<file path="config.mk">
export PLATFORM = sky130hd
export DESIGN_NAME = thermal_frame_variance_selector
export DESIGN_NICKNAME = d
export VERILOG_FILES = /design/src/rtl/tfvs_pkg.sv /design/src/rtl/tfvs_ram.sv /design/src/rtl/tfvs_ctrl.sv /design/src/rtl/tfvs_dp.sv /design/src/rtl/thermal_frame_variance_selector.sv
export SDC_FILE = /design/constraint.sdc
export NUM_CORES = 2
export LEC_CHECK = 0
export ABC_AREA = 1
export BUFFER_PORTS_ARGS = -buffer_cell sky130_fd_sc_hd__buf_2
export CORE_MARGIN = 4
export CORE_UTILIZATION = 40
export CTS_CLUSTER_DIAMETER = 40
export DETAILED_ROUTE_END_ITERATION = 6
export GPL_ROUTABILITY_DRIVEN = 0
export GPL_TIMING_DRIVEN = 0
export PLACE_DENSITY = 0.55
export SLEW_MARGIN = 20
export SYNTH_ARGS = -nofsm -noshare
export SYNTH_HDL_FRONTEND = slang
export SYNTH_SLANG_ARGS = --single-unit
</file>
<file path="constraint.sdc">
create_clock -name clk_i -period 7.9 [get_ports clk_i]
set_clock_uncertainty 0.15 [all_clocks]
set_input_delay 0.395 -clock clk_i [delete_from_list [all_inputs] [get_ports clk_i]]
set_output_delay 0.395 -clock clk_i [all_outputs]
set_load 0.02 [all_outputs]
</file>
<file path="src/rtl/tfvs_pkg.sv">
// Shared constants, widths and interface types of the thermal frame variance selector.
// Used by tfvs_ctrl, tfvs_dp and the top level; depends on nothing else.
package tfvs_pkg;

  localparam int PIXELS_PER_FRAME = 64;
  localparam int PAIR_COUNT = (PIXELS_PER_FRAME + 1) / 2;
  localparam int STORE_DEPTH = 2 * PIXELS_PER_FRAME;
  localparam int ADDR_W = $clog2(STORE_DEPTH);
  localparam int PIX_W = $clog2(PIXELS_PER_FRAME);
  localparam int PAIR_W = (PAIR_COUNT > 1) ? $clog2(PAIR_COUNT) : 1;
  localparam int IDX_W = PAIR_W + 1;

  localparam int RAW_W = 12;
  localparam int MAG_W = 11;
  localparam int SIGN_BIT = 11;
  localparam int MAG_MAX = (1 << MAG_W) - 1;

  localparam longint unsigned SUM_MAX = longint'(PIXELS_PER_FRAME) * MAG_MAX;
  localparam longint unsigned SQ_MAX = SUM_MAX * MAG_MAX;
  localparam int SUM_W = $clog2(SUM_MAX + 1) + 1;
  localparam int ABS_W = SUM_W - 1;
  localparam int SQ_W = $clog2(SQ_MAX + 1);
  localparam int VAR_W = SQ_W + $clog2(PIXELS_PER_FRAME + 1);

  localparam int PAIR_OUT_W = 24;
  localparam int PAIR_IDX_W = 5;
  localparam int OUT_VAR_W = 34;
  localparam int WIDE_W = (VAR_W > OUT_VAR_W) ? VAR_W : OUT_VAR_W;
  localparam logic [OUT_VAR_W-1:0] OUT_VAR_MAX = {OUT_VAR_W{1'b1}};

  localparam int FPR_W = 8;
  localparam logic [FPR_W-1:0] FPR_RESET = 8'd36;
  localparam int CFG_DATA_W = 34;
  localparam int CFG_IDX_W = 1;

  typedef enum logic [CFG_IDX_W-1:0] {
    REG_FRAMES_PER_ROUND = 1'b0,
    REG_MIN_VARIANCE     = 1'b1
  } cfg_reg_e;

  typedef struct packed {
    logic accept_pix;
    logic square;
    logic decide;
    logic rd_first;
    logic rd_second;
    logic load_out;
    logic pair_next;
  } tfvs_cmd_t;

  typedef struct packed {
    logic last_pixel;
    logic emit;
    logic last_pair;
    logic out_done;
  } tfvs_sts_t;

endpackage

</file>
<file path="src/rtl/tfvs_ram.sv">
// Generic single-port-write, single-port-read RAM with a registered read.
// Standalone; no package dependency.
module tfvs_ram #(
  parameter int WIDTH = 12,
  parameter int DEPTH = 128
) (
  input  logic                     clk_i,
  input  logic                     we_i,
  input  logic [$clog2(DEPTH)-1:0] waddr_i,
  input  logic [WIDTH-1:0]         wdata_i,
  input  logic                     re_i,
  input  logic [$clog2(DEPTH)-1:0] raddr_i,
  output logic [WIDTH-1:0]         rdata_o
);

  logic [WIDTH-1:0] mem_q [DEPTH];
  logic [WIDTH-1:0] rdata_q;

  always_ff @(posedge clk_i) begin
    if (we_i) begin
      mem_q[waddr_i] <= wdata_i;
    end
    if (re_i) begin
      rdata_q <= mem_q[raddr_i];
    end
  end

  assign rdata_o = rdata_q;

endmodule

</file>
<file path="src/rtl/tfvs_ctrl.sv">
// Controller state machine: sequences pixel intake, the end-of-frame variance
// steps and the readout of the kept frame. Depends on tfvs_pkg.
module tfvs_ctrl (
  input  logic                clk_i,
  input  logic                rst_ni,
  input  logic                pixel_valid_i,
  output logic                pixel_stall_o,
  input  tfvs_pkg::tfvs_sts_t sts_i,
  output tfvs_pkg::tfvs_cmd_t cmd_o
);
  import tfvs_pkg::*;

  typedef enum logic [2:0] {
    S_PIXEL,
    S_SQUARE,
    S_DECIDE,
    S_RD_A,
    S_RD_B,
    S_LOAD,
    S_OUT
  } state_e;

  state_e state_q, state_d;
  logic   stall_q;
  logic   accept;

  assign accept = pixel_valid_i && !stall_q;

  always_comb begin
    state_d = state_q;
    unique case (state_q)
      S_PIXEL: begin
        if (accept && sts_i.last_pixel) begin
          state_d = S_SQUARE;
        end
      end
      S_SQUARE: state_d = S_DECIDE;
      S_DECIDE: state_d = sts_i.emit ? S_RD_A : S_PIXEL;
      S_RD_A:   state_d = S_RD_B;
      S_RD_B:   state_d = S_LOAD;
      S_LOAD:   state_d = S_OUT;
      S_OUT: begin
        if (sts_i.out_done) begin
          state_d = sts_i.last_pair ? S_PIXEL : S_RD_A;
        end
      end
      default: state_d = S_PIXEL;
    endcase
  end

  always_ff @(posedge clk_i or negedge rst_ni) begin
    if (!rst_ni) begin
      state_q <= S_PIXEL;
      stall_q <= 1'b0;
    end else begin
      state_q <= state_d;
      stall_q <= (state_d != S_PIXEL);
    end
  end

  always_comb begin
    cmd_o            = '0;
    cmd_o.accept_pix = accept;
    cmd_o.square     = (state_q == S_SQUARE);
    cmd_o.decide     = (state_q == S_DECIDE);
    cmd_o.rd_first   = (state_q == S_RD_A);
    cmd_o.rd_second  = (state_q == S_RD_B);
    cmd_o.load_out   = (state_q == S_LOAD);
    cmd_o.pair_next  = (state_q == S_OUT) && sts_i.out_done;
  end

  assign pixel_stall_o = stall_q;

endmodule

</file>
<file path="src/rtl/tfvs_dp.sv">
// Datapath: configuration registers, frame accumulators, variance compare,
// ping-pong frame store and output register. Depends on tfvs_pkg and tfvs_ram.
module tfvs_dp (
  input  logic                                clk_i,
  input  logic                                rst_ni,
  input  logic                                cfg_we_i,
  input  logic [tfvs_pkg::CFG_IDX_W-1:0]      cfg_idx_i,
  input  logic [tfvs_pkg::CFG_DATA_W-1:0]     cfg_data_i,
  input  logic [tfvs_pkg::RAW_W-1:0]          pixel_raw_i,
  input  logic                                out_stall_i,
  output logic                                out_valid_o,
  output logic [tfvs_pkg::PAIR_OUT_W-1:0]     packed_pair_o,
  output logic [tfvs_pkg::PAIR_IDX_W-1:0]     pair_index_o,
  output logic [tfvs_pkg::OUT_VAR_W-1:0]      best_variance_o,
  output logic                                last_of_round_o,
  input  tfvs_pkg::tfvs_cmd_t                 cmd_i,
  output tfvs_pkg::tfvs_sts_t                 sts_o
);
  import tfvs_pkg::*;

  logic [FPR_W-1:0]          fpr_q;
  logic [OUT_VAR_W-1:0]      minv_q;
  logic signed [SUM_W-1:0]   sum_q, sum_d;
  logic [SQ_W-1:0]           sq_q, sq_d;
  logic [PIX_W-1:0]          pix_cnt_q;
  logic [FPR_W-1:0]          frame_cnt_q;
  logic                      found_q;
  logic                      best_slot_q;
  logic [VAR_W-1:0]          best_q;
  logic [2*ABS_W-1:0]        ssq_q;
  logic [VAR_W-1:0]          scaled_q;
  logic [PAIR_W-1:0]         pair_q;
  logic [RAW_W-1:0]          first_q;
  logic                      out_valid_q;
  logic [PAIR_OUT_W-1:0]     packed_q;
  logic [PAIR_IDX_W-1:0]     pair_idx_q;
  logic [OUT_VAR_W-1:0]      best_out_q;
  logic                      last_q;

  logic [MAG_W-1:0]          mag;
  logic [2*MAG_W-1:0]        mag_sq;
  logic [ABS_W-1:0]          abs_sum;
  logic [VAR_W-1:0]          var_now;
  logic [WIDE_W-1:0]         var_wide, thr_wide, best_wide;
  logic                      keep;
  logic [FPR_W-1:0]          frame_cnt_next, limit;
  logic                      round_end;
  logic [ADDR_W-1:0]         waddr, raddr, rbase;
  logic [IDX_W-1:0]          first_idx, second_idx;
  logic                      has_second;
  logic [RAW_W-1:0]          rdata;
  logic [OUT_VAR_W-1:0]      var_sat;
  logic                      last_pair;

  // Sign-magnitude pixel into the signed and squared accumulators.
  assign mag    = pixel_raw_i[MAG_W-1:0];
  assign mag_sq = mag * mag;
  assign sum_d  = pixel_raw_i[SIGN_BIT] ? sum_q - SUM_W'(signed'({1'b0, mag}))
                                        : sum_q + SUM_W'(signed'({1'b0, mag}));
  assign sq_d   = sq_q + SQ_W'(mag_sq);

  assign abs_sum = sum_q[SUM_W-1] ? ABS_W'(-sum_q) : ABS_W'(sum_q);

  assign var_now  = scaled_q - VAR_W'(ssq_q);
  assign var_wide = WIDE_W'(var_now);
  assign thr_wide = found_q ? WIDE_W'(best_q) : WIDE_W'(minv_q);
  assign keep     = var_wide > thr_wide;

  assign frame_cnt_next = frame_cnt_q + 1'b1;
  assign limit          = (fpr_q == '0) ? FPR_W'(1) : fpr_q;
  assign round_end      = (frame_cnt_next == '0) || (frame_cnt_next >= limit);

  assign best_wide = WIDE_W'(best_q);
  assign var_sat   = (best_wide > WIDE_W'(OUT_VAR_MAX)) ? OUT_VAR_MAX
                                                        : best_wide[OUT_VAR_W-1:0];

  assign waddr = ADDR_W'(pix_cnt_q) + (best_slot_q ? '0 : ADDR_W'(PIXELS_PER_FRAME));
  assign rbase = best_slot_q ? ADDR_W'(PIXELS_PER_FRAME) : '0;

  assign first_idx  = {pair_q, 1'b0};
  assign second_idx = {pair_q, 1'b1};
  assign has_second = (IDX_W+1)'(second_idx) < (IDX_W+1)'(PIXELS_PER_FRAME);
  assign raddr      = rbase + (cmd_i.rd_second ? ADDR_W'(second_idx) : ADDR_W'(first_idx));
  assign last_pair  = (pair_q == PAIR_W'(PAIR_COUNT - 1));

  tfvs_ram #(
    .WIDTH(RAW_W),
    .DEPTH(STORE_DEPTH)
  ) u_store (
    .clk_i  (clk_i),
    .we_i   (cmd_i.accept_pix),
    .waddr_i(waddr),
    .wdata_i(pixel_raw_i),
    .re_i   (cmd_i.rd_first || cmd_i.rd_second),
    .raddr_i(raddr),
    .rdata_o(rdata)
  );

  always_ff @(posedge clk_i or negedge rst_ni) begin
    if (!rst_ni) begin
      fpr_q       <= FPR_RESET;
      minv_q      <= '0;
      sum_q       <= '0;
      sq_q        <= '0;
      pix_cnt_q   <= '0;
      frame_cnt_q <= '0;
      found_q     <= 1'b0;
      best_slot_q <= 1'b0;
      best_q      <= '0;
      pair_q      <= '0;
      out_valid_q <= 1'b0;
    end else begin
      if (cfg_we_i) begin
        unique case (cfg_reg_e'(cfg_idx_i))
          REG_FRAMES_PER_ROUND: fpr_q  <= cfg_data_i[FPR_W-1:0];
          REG_MIN_VARIANCE:     minv_q <= cfg_data_i[OUT_VAR_W-1:0];
          default:              fpr_q  <= fpr_q;
        endcase
      end
      if (cmd_i.accept_pix) begin
        sum_q     <= sum_d;
        sq_q      <= sq_d;
        pix_cnt_q <= pix_cnt_q + 1'b1;
      end
      if (cmd_i.decide) begin
        sum_q     <= '0;
        sq_q      <= '0;
        pix_cnt_q <= '0;
        pair_q    <= '0;
        if (keep) begin
          best_q      <= var_now;
          best_slot_q <= ~best_slot_q;
        end
        if (round_end) begin
          frame_cnt_q <= '0;
          found_q     <= 1'b0;
        end else begin
          frame_cnt_q <= frame_cnt_next;
          found_q     <= found_q || keep;
        end
      end
      if (cmd_i.pair_next) begin
        pair_q <= pair_q + 1'b1;
      end
      if (cmd_i.load_out) begin
        out_valid_q <= 1'b1;
      end else if (out_valid_q && !out_stall_i) begin
        out_valid_q <= 1'b0;
      end
    end
  end

  always_ff @(posedge clk_i) begin
    if (cmd_i.square) begin
      ssq_q    <= abs_sum * abs_sum;
      scaled_q <= VAR_W'(sq_q) * VAR_W'(PIXELS_PER_FRAME);
    end
    if (cmd_i.rd_second) begin
      first_q <= rdata;
    end
    if (cmd_i.load_out) begin
      packed_q   <= {first_q, has_second ? rdata : RAW_W'(0)};
      pair_idx_q <= PAIR_IDX_W'(pair_q);
      best_out_q <= var_sat;
      last_q     <= last_pair;
    end
  end

  always_comb begin
    sts_o            = '0;
    sts_o.last_pixel = (pix_cnt_q == PIX_W'(PIXELS_PER_FRAME - 1));
    sts_o.emit       = round_end && (found_q || keep);
    sts_o.last_pair  = last_pair;
    sts_o.out_done   = out_valid_q && !out_stall_i;
  end

  assign out_valid_o     = out_valid_q;
  assign packed_pair_o   = packed_q;
  assign pair_index_o    = pair_idx_q;
  assign best_variance_o = best_out_q;
  assign last_of_round_o = last_q;

`ifndef SYNTH
  a_no_pixel_during_output: assert property (@(posedge clk_i) disable iff (!rst_ni)
    cmd_i.accept_pix |-> !out_valid_q)
    else $error("Pixel accepted while a result is pending.");

  a_frame_restart: assert property (@(posedge clk_i) disable iff (!rst_ni)
    cmd_i.decide |=> (pix_cnt_q == '0) && (sum_q == '0) && (sq_q == '0))
    else $error("Accumulators not cleared after the frame decision.");

  a_found_clear_on_output: assert property (@(posedge clk_i) disable iff (!rst_ni)
    out_valid_q |-> !found_q)
    else $error("Round state not cleared before readout.");

  a_read_between_frames: assert property (@(posedge clk_i) disable iff (!rst_ni)
    (cmd_i.rd_first || cmd_i.rd_second) |-> (pix_cnt_q == '0))
    else $error("Frame store read while a frame is being received.");
`endif

endmodule

</file>
<file path="src/rtl/thermal_frame_variance_selector.sv">
// Thermal frame variance selector, top level.
// Instantiates tfvs_ctrl and tfvs_dp; depends on tfvs_pkg.
//
// Pixels arrive on the pixel channel (pixel_valid_i, pixel_stall_o), one per
// cycle while the block is collecting a frame. After the last pixel of a frame
// the input is stalled while the scaled variance is formed and compared, in
// the square and the compare steps of the end-of-frame sequence.
// At the end of a round in which a frame was kept, the input stays stalled
// while the kept frame is read out of the single-read-port frame store. Each
// pixel pair takes two reads, a load and an output step, and the next pair is
// not read until the previous one has left, for all 32 pairs of the round; the
// first pair is offered after the square, compare, read and load steps that
// follow the last pixel of the round. Each result transaction moves on
// out_valid_o and out_stall_i; while out_stall_i is high the result holds and
// readout pauses. Configuration is written through cfg_we_i, cfg_idx_i and
// cfg_data_i; the user must write it only while the block is idle, since the
// block itself does not enforce this. Reset clears all control state, sets
// frames_per_round to 36 and min_variance to 0; no clearing pass is needed.
module thermal_frame_variance_selector (
  input  logic                                clk_i,
  input  logic                                rst_ni,
  input  logic                                cfg_we_i,
  input  logic [tfvs_pkg::CFG_IDX_W-1:0]      cfg_idx_i,
  input  logic [tfvs_pkg::CFG_DATA_W-1:0]     cfg_data_i,
  input  logic                                pixel_valid_i,
  output logic                                pixel_stall_o,
  input  logic [tfvs_pkg::RAW_W-1:0]          pixel_raw_i,
  output logic                                out_valid_o,
  input  logic                                out_stall_i,
  output logic [tfvs_pkg::PAIR_OUT_W-1:0]     packed_pair_o,
  output logic [tfvs_pkg::PAIR_IDX_W-1:0]     pair_index_o,
  output logic [tfvs_pkg::OUT_VAR_W-1:0]      best_variance_o,
  output logic                                last_of_round_o
);
  import tfvs_pkg::*;

  tfvs_cmd_t cmd;
  tfvs_sts_t sts;

  tfvs_ctrl u_ctrl (
    .clk_i        (clk_i),
    .rst_ni       (rst_ni),
    .pixel_valid_i(pixel_valid_i),
    .pixel_stall_o(pixel_stall_o),
    .sts_i        (sts),
    .cmd_o        (cmd)
  );

  tfvs_dp u_dp (
    .clk_i          (clk_i),
    .rst_ni         (rst_ni),
    .cfg_we_i       (cfg_we_i),
    .cfg_idx_i      (cfg_idx_i),
    .cfg_data_i     (cfg_data_i),
    .pixel_raw_i    (pixel_raw_i),
    .out_stall_i    (out_stall_i),
    .out_valid_o    (out_valid_o),
    .packed_pair_o  (packed_pair_o),
    .pair_index_o   (pair_index_o),
    .best_variance_o(best_variance_o),
    .last_of_round_o(last_of_round_o),
    .cmd_i          (cmd),
    .sts_o          (sts)
  );

endmodule
</file>
==> impl_results.md <==
- Cell Area, Placed: approximately 0.1 mm^2
- Yosys cell types: 51
- Final hold violation count: 0
- Die Y: between 400 and 500 um
- Grt ovf: 0
- Post-Route Setup TNS: 0 ns
- Required @ worst endpoint: 8.39 ns
- Worst Path Max Fanout: 12
- Post-synth EDFFs: 1,684
- Failing checks: design-rule violations
- Layout Area Growth over Synthesis: 19.7%
- Met2 Use GR: 43.3%
- Crit-path slowest cell: fa_1
- Multi-input logic area: about 0.032 mm^2
- Worst path arrival time: around 8.0 ns
- Number of max-cap violations: 0
- Vias in the first global route: roughly 68,000
- Hold Path Class: in2reg
- Status: finished with violations
- Total GRT Usage: approximately 28%
- Final clock period utilization by the worst path: between 90% and 100%
- Nets: 10,335
- WL/cell: about 26 um
- Synthesis warning total: 0
- Total routed wirelength: 344 mm
- Std-Cell Rows: around 180
- First-pass GRT wire length: about 480 mm
- GR peak layer: met2
- Most used DFF post-synth: edfxtp_1
- CTS H-tree lvls: 5
- Fin area: between 0.1 and 0.15 mm^2
- Root Buffer: clkbuf_16
- Ratio of cells with drive above 1 in the final layout: between 10% and 20%
- CTS sink cnt: approximately 1,800
- Synth Cell Area: ~0.092 mm^2
- Drc violations: 11
- Minimum hold slack: approximately 0.096 ns
- Final ANT Viol Nets: 0
- Clk slew on worst S/H paths: approximately 0.060 ns
- DP Wirelength: 250 mm
- Largest stage delay, worst path: roughly 0.53 ns
- Count of final max-slew check failures: 0
- Min Tclk post-route: ~7.5 ns
- #FFs+latches synth: roughly 1,800
- Commonest cells in the netlist: nand2_1, edfxtp_1, inv_1, nor2_1, nand3_1
- Setup Viol. Count Final: 0
- Top cell type's share of synthesized area: a little over half
- Startpoint types: flop
- Slew headroom: between 10% and 20%
- Fill cells: 20,924
- Dominant cells by area after synthesis: edfxtp_1, nand2_1, fa_1
- CTS tree: built
- Family with the most delay on the worst path: adder cells
- DR vias: between 70,000 and 80,000
- Worst skew pair latency: 0.94 ns
- Initial antenna violation count: 19
- Total die area: between 0.2 and 0.25 mm^2
- Net Count, Synth: around 9,700
- IO buf count: ~120
- Final worst slack: between 0.3 and 0.4 ns
- Syn avg cell area: 10.1 um^2
- Crit path buf inv count: 8
- Worst-Margin Slew: approximately 1.3 ns
- Async set or reset register ratio after synthesis: under 10%
- Most common cell in the netlist: nand2_1
- Crit Path Category: reg2reg
- DR pass1 iterations: 7
- Most used cell, CP: fa_1
- DR iter-0 viols: approximately 10,000
- Largest net degree at the start of global routing: around 100
- Register area share after synthesis: between 50% and 60%
- I/O pins: around 120
- Core ar.: 0.228 mm^2
- Initial Util: roughly two fifths
- Total CTS buffers: between 300 and 400
- Setup WS pre-CTS: -1.05 ns
- Avg Vias per Cell: approximately 5.4
- Worst-case clock buffer depth: 4
- M3 GR Usage: approximately 7.7%
- Synth area leader: edfxtp_1
- Crit. End Element: flop
- Gate Count Post-Synth: approximately 9,100
- Fmax: 0.133 GHz
- Die X: 488 um
- Storage cell area: around 0.054 mm^2
- Routing usage on met1: a little under two fifths
-- per-stage QoR --
stage | util [%] | instances
6_report | 48.3 | 13001
3_5_place_dp | 43.3 | 12370
2_1_floorplan | - | 9126
5_1_grt | 48.3 | 12996
4_1_cts | 48.2 | 12986
3_3_place_gp | 42.3 | 12252
-- layout make-up --
class                   instances  area share [%]
clock inverters               208            2.12
plain buffers                 385            1.57
well taps                    3009            3.41
flip-flops and latches       1832            49.2
diodes                          6          0.0136
multi-input cells            5518            28.6
clock buffers                 347            7.46
inverters                    1391            4.76
repair buffers                305            2.83
-- what timing repair did --
action	CTS	global route
hold endpoints to repair	833	0
resized for setup	17	35
buffers inserted	2	9
hold buffers	59	0
pin swaps	0	3
setup endpoints to repair	24	21
cloned	0	0
-- per-layer routing --
layer	vias to the layer above	wire length (um)
met5	-	95
met4	12	23700
met3	893	39100
met2	4083	150000
met1	34224	131000
li1	31330	-
-- kinds of logic (layout without fill, tap and decap cells) --
logic type                 count (synthesis)  after routing  synth area share [%]
buffers and inverters                   1776           2636                  7.52
xor gates and xnor gates                  74             74                 0.728
and+or+nand+nor                         3719           3719                  16.3
DFF                                     1832           1832                  58.9
muxes                                     26             26                 0.318
AOI/OAI and AO/OA                       1163           1163                  6.70
adders and majority gates                536            536                  9.52
other                                      0              6                     0
-- layout by cell type (no fill, tap or decap), drive strengths merged, types with 275 or more instances in the layout --
| cell type | Yosys | final |
|---|---|---|
| inv | 1365 | 1415 |
| edfxtp | 1684 | 1684 |
| buf | 198 | 444 |
| a21oi | 444 | 444 |
| nand2 | 2314 | 2314 |
| o21ai | 575 | 575 |
| nand3 | 579 | 579 |
| clkbuf | 187 | 535 |
| fa | 275 | 275 |
| nor2 | 686 | 686 |
-- sequential cells by signal, indices dropped and copies added (netlist names), 12 cells and up --
signal / flops
u_dp.best_q: 34
u_dp.best_variance_o: 33
u_dp.first_q: 12
u_dp.minv_q: 34
u_dp.packed_pair_o: 24
u_dp.scaled_q: 28
u_dp.sq_q: 28
u_dp.ssq_q: 33
u_dp.sum_q: 18
u_dp.u_store.mem_q: 1536
u_dp.u_store.rdata_o: 12
-- worst reg2reg max path, delay by kind of cell (launching register included) --
family	cells	cell delay [ns]
AND/OR/NAND/NOR	10	1.61
buffers and inverters	8	1.01
AO/OA/AOI/OAI	3	0.52
adder cells (fa/ha/maj)	8	3.44
flip-flops	1	0.48
-- worst paths after layout --
| kind | from | to | slack [ns] | depth (start not counted) |
|---|---|---|---|---|
| min in group asynchronous | rst_ni | u_dp.fpr_q[5] | 0.40 | 3 |
| hold / removal | cfg_data_i[12] | u_dp.minv_q[12] | 0.1 | 3 |
| setup reg to reg | u_dp.sum_q[0] | u_dp.ssq_q[33] | 0.38 | 29 |
| hold reg to reg | u_dp.first_q[9] | u_dp.packed_pair_o[21] | 0.27 | 0 |
| max in group asynchronous | rst_ni | u_dp.sum_q[0] | 6.66 | 4 |
| setup / recovery | u_dp.sum_q[0] | u_dp.ssq_q[33] | 0.38 | 29 |
Power is not shown: default switching activity piles up to over one toggle a cycle in this logic, so the estimate is an artifact.
